<file path="src/rtl/bfpus_pkg.sv">
// Package for the bit-field pack/unpack store unit.
// Holds store geometry, operation codes and field widths.
// No dependencies.
package bfpus_pkg;

  // Store geometry
  localparam int STORE_BYTES = 256;
  localparam int ADDR_W      = (STORE_BYTES > 1) ? $clog2(STORE_BYTES) : 1;
  localparam int TOTAL_BITS  = STORE_BYTES * 8;

  // Field widths
  localparam int POS_W   = 11;
  localparam int WID_W   = 4;
  localparam int VAL_W   = 8;
  localparam int NPOS_W  = 12;
  localparam int IN_DW   = 24;
  localparam int OUT_DW  = 24;

  localparam logic [7:0] BYTE_MASK = 8'hff;
  localparam logic [WID_W-1:0] MAX_WIDTH = WID_W'(8);

  // Operation codes
  typedef enum logic {
    FUNC_INSERT  = 1'b0,
    FUNC_EXTRACT = 1'b1
  } func_t;

endpackage

</file>
<file path="src/rtl/bit_field_pack_unpack_store_unit.sv">
// Top level of the bit-field pack/unpack store unit: MSB-first bit stream
// in a byte store, field insert and extract of 1 to 8 bits.
// Depends on bfpus_pkg.
//
//  Channel | Dir | tdata (low bit up)                          | tuser
//  in_     | in  | bit_offset[10:0] field_width[14:11]           | func
//          |     | field_value[22:15], zero fill [23]            |
//  out_    | out | read_value[7:0] next_position[19:8], fill     | range_error
//
// An in-range extract runs through calc and done; an insert writes one byte in
// calc and, if the field spans two, the second in a write step through the single
// write port; width zero and range errors skip to done. One transaction is in work
// at a time; in_tready is low while it runs. A result waiting in the output register
// holds the sequencer in its last step until taken. Synchronous reset clears
// per-byte valid bits, so the store reads as zero at once, with no clearing pass.
module bit_field_pack_unpack_store_unit (
  input  logic                        clk,
  input  logic                        rst_n,
  input  logic                        in_tvalid,
  output logic                        in_tready,
  // bit_offset[10:0], field_width[14:11], field_value[22:15]
  input  logic [bfpus_pkg::IN_DW-1:0] in_tdata,
  // func
  input  logic                        in_tuser,
  output logic                        out_tvalid,
  input  logic                        out_tready,
  // read_value[7:0], next_position[19:8]
  output logic [bfpus_pkg::OUT_DW-1:0] out_tdata,
  // range_error
  output logic                        out_tuser
);
  import bfpus_pkg::*;

  typedef enum logic [1:0] {
    ST_IDLE,
    ST_CALC,
    ST_WR1,
    ST_DONE
  } state_t;

  state_t state_r, state_nxt;

  // Working registers for the current transaction
  logic              func_r, func_nxt;
  logic [2:0]        off_r, off_nxt;
  logic [WID_W-1:0]  w_r, w_nxt;
  logic [VAL_W-1:0]  val_r, val_nxt;
  logic [ADDR_W-1:0] idx_r, idx_nxt;
  logic              spans_r, spans_nxt;
  logic [7:0]        lo_r, lo_nxt;
  logic [7:0]        res_rd_r, res_rd_nxt;
  logic [NPOS_W-1:0] res_pos_r, res_pos_nxt;
  logic              res_err_r, res_err_nxt;

  // Output register
  logic              out_valid_r, out_valid_nxt;
  logic [7:0]        out_rd_r, out_rd_nxt;
  logic [NPOS_W-1:0] out_pos_r, out_pos_nxt;
  logic              out_err_r, out_err_nxt;

  // Store and its per-byte valid bits
  logic [7:0]        mem [STORE_BYTES];
  logic [STORE_BYTES-1:0] vld_r;
  logic [7:0]        q0_r, q1_r;
  logic              qv0_r, qv1_r;
  logic              rd_en;
  logic [ADDR_W-1:0] rd_addr;
  logic              we;
  logic [ADDR_W-1:0] waddr;
  logic [7:0]        wdata;

  // Input field decode
  logic [POS_W-1:0]  in_pos;
  logic [WID_W-1:0]  in_w_raw, in_w;
  logic [VAL_W-1:0]  in_val;
  logic [NPOS_W-1:0] in_end;
  logic              in_err, in_skip, in_spans;

  // Shared shift / merge unit
  logic [15:0]       win, win_sh, mask16, ins16, new_win;
  logic [8:0]        fmask9;
  logic [7:0]        fmask;
  logic [4:0]        shamt;
  logic [7:0]        b0, b1;
  logic              accept, out_free;

  assign in_pos   = in_tdata[10:0];
  assign in_w_raw = in_tdata[14:11];
  assign in_val   = in_tdata[22:15];
  assign in_w     = (in_w_raw > MAX_WIDTH) ? MAX_WIDTH : in_w_raw;
  assign in_end   = NPOS_W'(in_pos) + NPOS_W'(in_w);
  assign in_err   = (in_w != '0) && (32'(in_end) > 32'(TOTAL_BITS));
  assign in_skip  = (in_w == '0) || in_err;
  assign in_spans = (4'({1'b0, in_pos[2:0]}) + in_w) > 4'd8;

  assign in_tready = (state_r == ST_IDLE);
  assign accept    = in_tvalid && in_tready;
  assign out_free  = !out_valid_r || out_tready;

  assign out_tvalid = out_valid_r;
  assign out_tdata  = {{(OUT_DW - 8 - NPOS_W){1'b0}}, out_pos_r, out_rd_r};
  assign out_tuser  = out_err_r;

  // Window of the one or two addressed bytes; unwritten bytes read as zero
  assign b0     = qv0_r ? q0_r : 8'd0;
  assign b1     = (spans_r && qv1_r) ? q1_r : 8'd0;
  assign win    = {b0, b1};
  assign shamt  = 5'd16 - 5'(off_r) - 5'(w_r);
  assign fmask9 = (9'd1 << w_r) - 9'd1;
  assign fmask  = fmask9[7:0];
  assign win_sh = win >> shamt;
  assign mask16 = {8'd0, fmask} << shamt;
  assign ins16  = {8'd0, val_r & fmask} << shamt;
  assign new_win = (win & ~mask16) | ins16;

  // Sequencer next-state and datapath control
  always_comb begin
    state_nxt     = state_r;
    func_nxt      = func_r;
    off_nxt       = off_r;
    w_nxt         = w_r;
    val_nxt       = val_r;
    idx_nxt       = idx_r;
    spans_nxt     = spans_r;
    lo_nxt        = lo_r;
    res_rd_nxt    = res_rd_r;
    res_pos_nxt   = res_pos_r;
    res_err_nxt   = res_err_r;
    out_valid_nxt = out_valid_r;
    out_rd_nxt    = out_rd_r;
    out_pos_nxt   = out_pos_r;
    out_err_nxt   = out_err_r;
    rd_en         = 1'b0;
    rd_addr       = ADDR_W'(in_pos[POS_W-1:3]);
    we            = 1'b0;
    waddr         = idx_r;
    wdata         = new_win[15:8];

    if (out_valid_r && out_tready) begin
      out_valid_nxt = 1'b0;
    end

    unique case (state_r)
      ST_IDLE: begin
        if (accept) begin
          func_nxt    = in_tuser;
          off_nxt     = in_pos[2:0];
          w_nxt       = in_w;
          val_nxt     = in_val;
          idx_nxt     = ADDR_W'(in_pos[POS_W-1:3]);
          spans_nxt   = in_spans;
          res_rd_nxt  = 8'd0;
          res_err_nxt = in_err;
          res_pos_nxt = in_skip ? NPOS_W'(in_pos) : in_end;
          if (in_skip) begin
            state_nxt = ST_DONE;
          end else begin
            rd_en     = 1'b1;
            state_nxt = ST_CALC;
          end
        end
      end
      ST_CALC: begin
        if (func_r == FUNC_EXTRACT) begin
          res_rd_nxt = win_sh[7:0] & fmask;
          state_nxt  = ST_DONE;
        end else begin
          we     = 1'b1;
          lo_nxt = new_win[7:0] & BYTE_MASK;
          state_nxt = spans_r ? ST_WR1 : ST_DONE;
        end
      end
      ST_WR1: begin
        we        = 1'b1;
        waddr     = idx_r + ADDR_W'(1);
        wdata     = lo_r;
        state_nxt = ST_DONE;
      end
      ST_DONE: begin
        if (out_free) begin
          out_valid_nxt = 1'b1;
          out_rd_nxt    = res_rd_r;
          out_pos_nxt   = res_pos_r;
          out_err_nxt   = res_err_r;
          state_nxt     = ST_IDLE;
        end
      end
      default: state_nxt = ST_IDLE;
    endcase
  end

  // State, control and registered outputs
  always_ff @(posedge clk) begin
    if (!rst_n) begin
      state_r     <= ST_IDLE;
      out_valid_r <= 1'b0;
      vld_r       <= '0;
    end else begin
      state_r     <= state_nxt;
      out_valid_r <= out_valid_nxt;
      if (we) begin
        vld_r[waddr] <= 1'b1;
      end
    end
    func_r    <= func_nxt;
    off_r     <= off_nxt;
    w_r       <= w_nxt;
    val_r     <= val_nxt;
    idx_r     <= idx_nxt;
    spans_r   <= spans_nxt;
    lo_r      <= lo_nxt;
    res_rd_r  <= res_rd_nxt;
    res_pos_r <= res_pos_nxt;
    res_err_r <= res_err_nxt;
    out_rd_r  <= out_rd_nxt;
    out_pos_r <= out_pos_nxt;
    out_err_r <= out_err_nxt;
  end

  // Byte store: one write port, two registered read ports
  always_ff @(posedge clk) begin
    if (we) begin
      mem[waddr] <= wdata;
    end
    if (rd_en) begin
      q0_r  <= mem[rd_addr];
      q1_r  <= mem[rd_addr + ADDR_W'(1)];
      qv0_r <= vld_r[rd_addr];
      qv1_r <= vld_r[rd_addr + ADDR_W'(1)];
    end
  end

endmodule
</file>
<file path="config.mk">
export PLATFORM = sky130hd
export DESIGN_NAME = bit_field_pack_unpack_store_unit
export DESIGN_NICKNAME = d
export VERILOG_FILES = /design/src/rtl/bfpus_pkg.sv /design/src/rtl/bit_field_pack_unpack_store_unit.sv
export SDC_FILE = /design/constraint.sdc
export NUM_CORES = 2
export LEC_CHECK = 0
export BUFFER_PORTS_ARGS = -buffer_cell sky130_fd_sc_hd__buf_2
export CORE_ASPECT_RATIO = 0.7
export CORE_MARGIN = 1.5
export CORE_UTILIZATION = 35
export CTS_BUF_LIST = sky130_fd_sc_hd__clkbuf_8
export CTS_CLUSTER_SIZE = 20
export DETAILED_ROUTE_END_ITERATION = 8
export GPL_TIMING_DRIVEN = 0
export PLACE_DENSITY = 0.47
export SYNTH_ARGS = -nofsm -noshare
export SYNTH_HDL_FRONTEND = slang
export SYNTH_SLANG_ARGS = --single-unit
export TNS_END_PERCENT = 5
</file>
<file path="constraint.sdc">
create_clock -name clk -period 36.9 [get_ports clk]
set_input_delay 3.69 -clock clk [delete_from_list [all_inputs] [get_ports clk]]
set_output_delay 3.69 -clock clk [all_outputs]
set_load 0.05 [all_outputs]
</file>
* Word-level counts from Yosys, hierarchy flattened *
Memories as Yosys holds them, arrays and structs flattened. A register that Yosys moved wholly into a read port is not among the register bits.
Cells that the tools add are included.

storage, ports and cells
  flip-flop bits (word level) = 336
  RAM bits = 2048
  logic and storage cells = 99
  memories kept = 1

operators by class
  $add $sub $neg = 7
  magnitude comparators = 7
  eq/ne operators = 6
  shift operators = 4
  mux-type cells = 31
  bitwise gates (word level) = 7
  reductions and logical operators = 17

memories
  name  words  bits a word  rd ports  clocked after memory_dff  wr ports  RTL line                                RTL
  mem   256    8            2         2                         1         bit_field_pack_unpack_store_unit.sv:62  logic [7:0] mem [STORE_BYTES];

operators by type and width
  kind                                                               number
  bitwise OR 256 bit                                                 1
  two-way mux 8 bit                                                  6
  left shift 8 x 5 -> 16 bit                                         2
  < comparator 8 x 9 -> 1 bit, second input constant                 3
  adder 8 x 1 -> 8 bit, second input constant                        2
  bitwise AND 16 bit                                                 1
  bitwise AND 8 bit                                                  2
  binary-select mux 1 bit (select 8 bit)                             2
  inverter 16 bit                                                    1
  bitwise OR 16 bit                                                  1
  case mux 8 bit (2 select lines)                                    1
  >> shifter 16 x 5 -> 8 bit                                         1
  two-way mux 1 bit                                                  14
  adder 11 x 4 -> 12 bit                                             1
  > comparator 12 bit, second input constant                         1
  two-way mux 11 bit                                                 1
  demux 1 bit (select 8 bit)                                         1
  greater-or-equal comparator 8 x 1 -> 1 bit, second input constant  1
  > comparator 4 bit, second input constant                          2
  case mux 2 bit (4 select lines)                                    1
  AND reduction 2 bit                                                4
  left shift 1 x 4 -> 8 bit, first input constant                    1
  subtractor 8 x 1 -> 8 bit, second input constant                   1
  two-way mux 2 bit                                                  3
  other kinds (18)                                                   25

* Depth between registers and ports, before layout *
  depth in word-level cells = 9
  depth in mapped cells = 13
  depth with buffers taken out = 11

* Least setup slack after synthesis *
No wires, ideal clock.

  path type = reg-to-reg
  start point = register w_r[1]
  end point = memory mem[0][7] (data pin)
  setup time = 2.236 ns
  arrival = 13.021 ns
  required time = 34.664 ns
  path slack = 21.643 ns
  cell stages (with the launch flop) = 12
  buffers on the path = 1
  clock period less this slack = 15.257 ns
  cell sequence = edfxtp_1 > clkbuf_1 > nor4_1 > inv_1 > ha_1 > or3_1 > a21o_1 > nand2_1 > a31oi_1 > a21oi_1 > mux2i_1 > o31ai_1

on the way
  cells in the longest elaborated chain, start to end = 7

ends and longest elaborated chain
  what                        RTL line                                 RTL
  start: declaration          bit_field_pack_unpack_store_unit.sv:46   logic [WID_W-1:0] w_r, w_nxt;
  start signal: assignment    bit_field_pack_unpack_store_unit.sv:207  w_r <= w_nxt;
  left shift 1 x 4 -> 8 bit   bit_field_pack_unpack_store_unit.sv:109  assign fmask9 = (9'd1 << w_r) - 9'd1;
  subtractor 8 x 1 -> 8 bit   bit_field_pack_unpack_store_unit.sv:109
  left shift 8 x 5 -> 16 bit  bit_field_pack_unpack_store_unit.sv:112  assign mask16 = {8'd0, fmask} << shamt;
  inverter 16 bit             bit_field_pack_unpack_store_unit.sv:114  assign new_win = (win & ~mask16) | ins16;
  bitwise AND 16 bit          bit_field_pack_unpack_store_unit.sv:114
  bitwise OR 16 bit (*)       bit_field_pack_unpack_store_unit.sv:114
  two-way mux 8 bit (*)       bit_field_pack_unpack_store_unit.sv:143  unique case (state_r)
  via wdata[7]                bit_field_pack_unpack_store_unit.sv:70   logic [7:0] wdata;
  end: declaration            bit_field_pack_unpack_store_unit.sv:62

The timed path passes the listed nets; every way through them passes the cells marked *.

* Worst setup path after layout *
  start point = input port in_tdata[3] (netlist bit)
  end point = register q0_r[1], read port of mem (data pin)

on the way
  cells in the longest elaborated chain, start to end = 7

ends and longest elaborated chain
  what                    RTL line                                 RTL
  start: declaration      bit_field_pack_unpack_store_unit.sv:22   input logic [bfpus_pkg::IN_DW-1:0] in_tdata,
  adder 11 x 4 -> 12 bit  bit_field_pack_unpack_store_unit.sv:91   assign in_end = NPOS_W'(in_pos) + NPOS_W'(in_w);
  > comparator 12 bit     bit_field_pack_unpack_store_unit.sv:92   assign in_err = (in_w != '0) && (32'(in_end) > 32'(TOTAL_BITS));
  logical AND 1 bit       bit_field_pack_unpack_store_unit.sv:92
  logical OR 1 bit        bit_field_pack_unpack_store_unit.sv:93   assign in_skip = (in_w == '0) || in_err;
  two-way mux 1 bit       bit_field_pack_unpack_store_unit.sv:155  if (in_skip) begin
  two-way mux 1 bit       bit_field_pack_unpack_store_unit.sv:145  if (accept) begin
  two-way mux 1 bit       bit_field_pack_unpack_store_unit.sv:143
  end: declaration        bit_field_pack_unpack_store_unit.sv:64   logic [7:0] q0_r, q1_r;

Parallel ways exist; a longest one is shown, timed or not.
A chain may end at the register's enable or synchronous reset.

==> results by group <==
Routing
  – DRC marker count from the first detailed-route iteration: around 15000
  – Via Count: slightly below 80000
  – DRC viols: 0
  – Routed WL per cell: between 50 and 60 um
  – Final ANT Viol Nets: 0
  – Pre-antenna DRT Iters: 8
  – Vias/cell: between 6 and 7
  – Routed wire length: around 590 mm

Critical path
  – Crit. End Element: flip-flop
  – CP required: between 30 and 40 ns
  – CP startpoint kind: input pin
  – FF-to-FF End: mem[136][4]
  – Worst-path cell chain: buf_2, buf_6, buf_6, buf_6, buf_2, buf_2, buf_2, mux4_2, mux4_2, a221oi_1, o221ai_1
  – CP max FO: 11
  – Critical path class: input pin to flip-flop
  – Worst R2R Path Depth: 16
  – CP Buf/Inv Count: 7
  – Worst path max stage delay: 1.22 ns
  – Critical-path top delay cell: buf_2
  – Most used cell along the critical path: buf_2
  – Delay-heaviest family, CP: buffers and inverters
  – Reg2reg setup slack: about 30 ns
  – Data arrival, critical path: ~11 ns
  – FF-to-FF Start: w_r[3]

Synthesis
  – Warnings, synthesis: 0
  – Simple-gate share of the synthesized area: 2.96%
  – Synth cell count leaders: edfxtp_1 (2141), mux4_2 (1432), nor2_1 (316), dfxtp_1 (259), clkbuf_1 (245)
  – Yosys cell types: just over 70
  – Yosys top cell by area: edfxtp_1
  – Largest family of logic cells by synthesized area: multiplexers
  – Synth async-reset ratio: 0%
  – EDFF count, synth: ~2100
  – Synth Cell Area: 113000 um^2
  – Synthesized instance count: around 5800
  – Yosys top cell area share: 57.1%
  – Most numerous cell in the Yosys netlist: edfxtp_1
  – Post-Synth XOR/XNOR Area: less than 1%
  – Mux contribution to synthesized area: 29.0%
  – Register area share after synthesis: between 60% and 70%
  – Syn avg cell area: 19.4 um^2
  – Main synth FF type: edfxtp_1
  – Largest cells by area after synthesis: edfxtp_1 (57%), mux4_2 (29%), dfxtp_1 (4.6%)
  – Flops & latches, synth: 2400
  – Synth Area in Compound Gates: 3.65%
  – Adder-Cell Fraction of Synth Area: less than 1%

Placed design
  – Routability cong.: between 1 and 1.5
  – Cells after DPL: between 10000 and 15000
  – I/O Buffers: 49
  – Post-DP HPWL: 419 mm

Power and ir drop
  – Leak: roughly 40 nW
  – Worst VDD drop: 0.0647 mV
  – Pwr Total: between 8 and 9 mW
  – Power Density: between 60 and 70 nW/um^2

Clock network
  – Clock transition at path regs: 0.06 ns
  – Setup fix buffers added after clock tree synthesis: 0
  – Total CTS buffers: about 400
  – Maximum clock path buffer count: 4
  – Hold Buf Count CTS: 0
  – Root Buffer Master: clkbuf_8
  – Post-cts resize count: 0
  – CTS tree: yes
  – Clock Latency Late Sink: around 1.2 ns
  – Clk sink count: 2400
  – H-tree depth: 5

GRT
  – Initial antenna violation count: 74
  – First-pass GRT wire length: 747 mm
  – Largest net degree at the start of global routing: 83
  – Vias in the first global route: ~70000
  – Overflow after GRT: 0
  – Tot GR Track Use: between 30% and 40%

Layout
  – Area Growth Syn to Fin: 14.1%
  – Fillers: 28700
  – Multi-input gate area in the final layout: 40900 um^2
  – Fin nets: about 6500
  – Non-Filler Instances: approximately 11000
  – Share of layout cells above drive strength 1: 37.6%
  – FF/Latch Area: roughly 69000 um^2

Hold path
  – Min-delay src: res_rd_r[1]
  – Hold EP: out_rd_r[1]
  – Cells on Worst Hold Path: 0
  – Hold WC Path Type: flip-flop to flip-flop

Die
  – Initial Utilization: 35.1%
  – Die area: roughly 330000 um^2
  – Core footprint: ~320000 um^2
  – Die height: roughly 480 um
  – Io pins: 56
  – FP Rows: roughly 170
  – Die width: 681 um

STA
  – Worst Skew: ~0.13 ns
  – Max Clk Rate: ~98 MHz
  – Tightest Pin Transition: about 1.7 ns
  – Post-route setup TNS: 0 ns
  – RSZ-0062 raised after global routing: no
  – Final period util: between 20 and 30%
  – Final hold viol count: 0
  – Max-slew violation count: ~170
  – Max-Slew Margin vs Limit: -15.5%
  – Endpoints failing setup: 0
  – Final min period: 10.23 ns

Run status
  – Failing checks: capacitance limit, slew limit
  – Outcome: complete, but fails checks

Flow run
  – Max_cap viols: 22
[placed cells by master, fill, tap and decap left out, types with 50 or more instances in the layout]
master / count
nor2_1: 263
edfxtp_1: 2141
nor2_2: 53
clkbuf_8: 425
nand2_1: 233
clkinv_1: 95
clkbuf_1: 187
o21ai_0: 163
mux4_2: 1432
a221oi_1: 50
dfxtp_1: 259
inv_1: 143
clkbuf_2: 58
buf_12: 62
buf_2: 230
o21a_1: 130
[per-stage QoR]
stage	util, %	hold WS [ns]	instance area [um^2]	setup slack, ns
after global routing	40.1	0.428	129000	27.15
after detailed placement	37.8	0.405	121000	26.20
final	40.1	0.417	129000	26.67
after floorplan	-	0.400	113000	21.64
after global placement	36.9	0.407	118000	5.76
after CTS	40.0	0.419	128000	27.33
[layout make-up]
| type | count | area share, % |
|---|---|---|
| multi-input cells | 2886 | 31.8 |
| flip-flops and latches | 2400 | 54.0 |
| clock buffers | 424 | 4.54 |
| diodes | 38 | 0.0739 |
| inverters | 27 | 0.0788 |
| clock inverters | 281 | 1.08 |
| plain buffers | 506 | 2.01 |
| well taps | 4312 | 4.19 |
| repair buffers | 189 | 2.21 |
[cells by family (layout without fill, tap and decap cells)]
family	after synthesis	count (layout)
AO/OA/AOI/OAI	596	596
XOR/XNOR	27	27
adder cells (fa/ha/maj)	19	19
buffers and inverters	533	1427
flip-flops	2400	2400
multiplexers	1472	1472
other	1	42
AND/OR/NAND/NOR	768	768
[worst max-delay path by stage]
stage,end,from,cells past startpoint
detailed placement,q1_r[6],in_tdata[3],11
CTS,q1_r[6],in_tdata[3],11
floorplan,mem[0][7],w_r[1],11
global placement,mem[141][4],w_r[3],11
global route,qv0_r,in_tdata[4],14
finish,q0_r[1],in_tdata[3],11
[sequential cells by signal, indices dropped and copies added, names as in the netlist, 2 cells and up]
| name | cells |
|---|---|
| mem | 2048 |
| vld_r | 256 |
| out_pos_r | 12 |
| res_pos_r | 12 |
| idx_r | 8 |
| lo_r | 8 |
| out_rd_r | 8 |
| q0_r | 8 |
| q1_r | 8 |
| res_rd_r | 8 |
| val_r | 8 |
| w_r | 4 |
| off_r | 3 |
| state_r | 2 |
[layer usage]
| metal | wire, um | up-vias | part of all wire, % | GRT usage (%) |
|---|---|---|---|---|
| met3 | 108000 | 1262 | 18 | 22.2 |
| li1 | - | 26300 | - | - |
| met1 | 232000 | 42000 | 39 | 48.9 |
| met2 | 220000 | 7399 | 37 | 44.2 |
| met5 | 838 | - | 0.14 | 1.06 |
| met4 | 31800 | 36 | 5.4 | 15.7 |
[worst register-to-register path: cells and delay by family (launching register included)]
kind | cells | cell delay, ns
AOI/OAI and AO/OA | 6 | 2.44
buffers and inverters | 7 | 1.76
and+or+nand+nor | 2 | 1.35
DFF | 1 | 0.42
adders and majority gates | 1 | 0.39
[where the power goes]
part	switching, mW	internal [mW]	total [mW]
clock network	1.21	1.11	2.32
logic	1.72	0.590	2.31
registers	0.0210	3.76	3.78
Power figures use the tool's default switching activity.
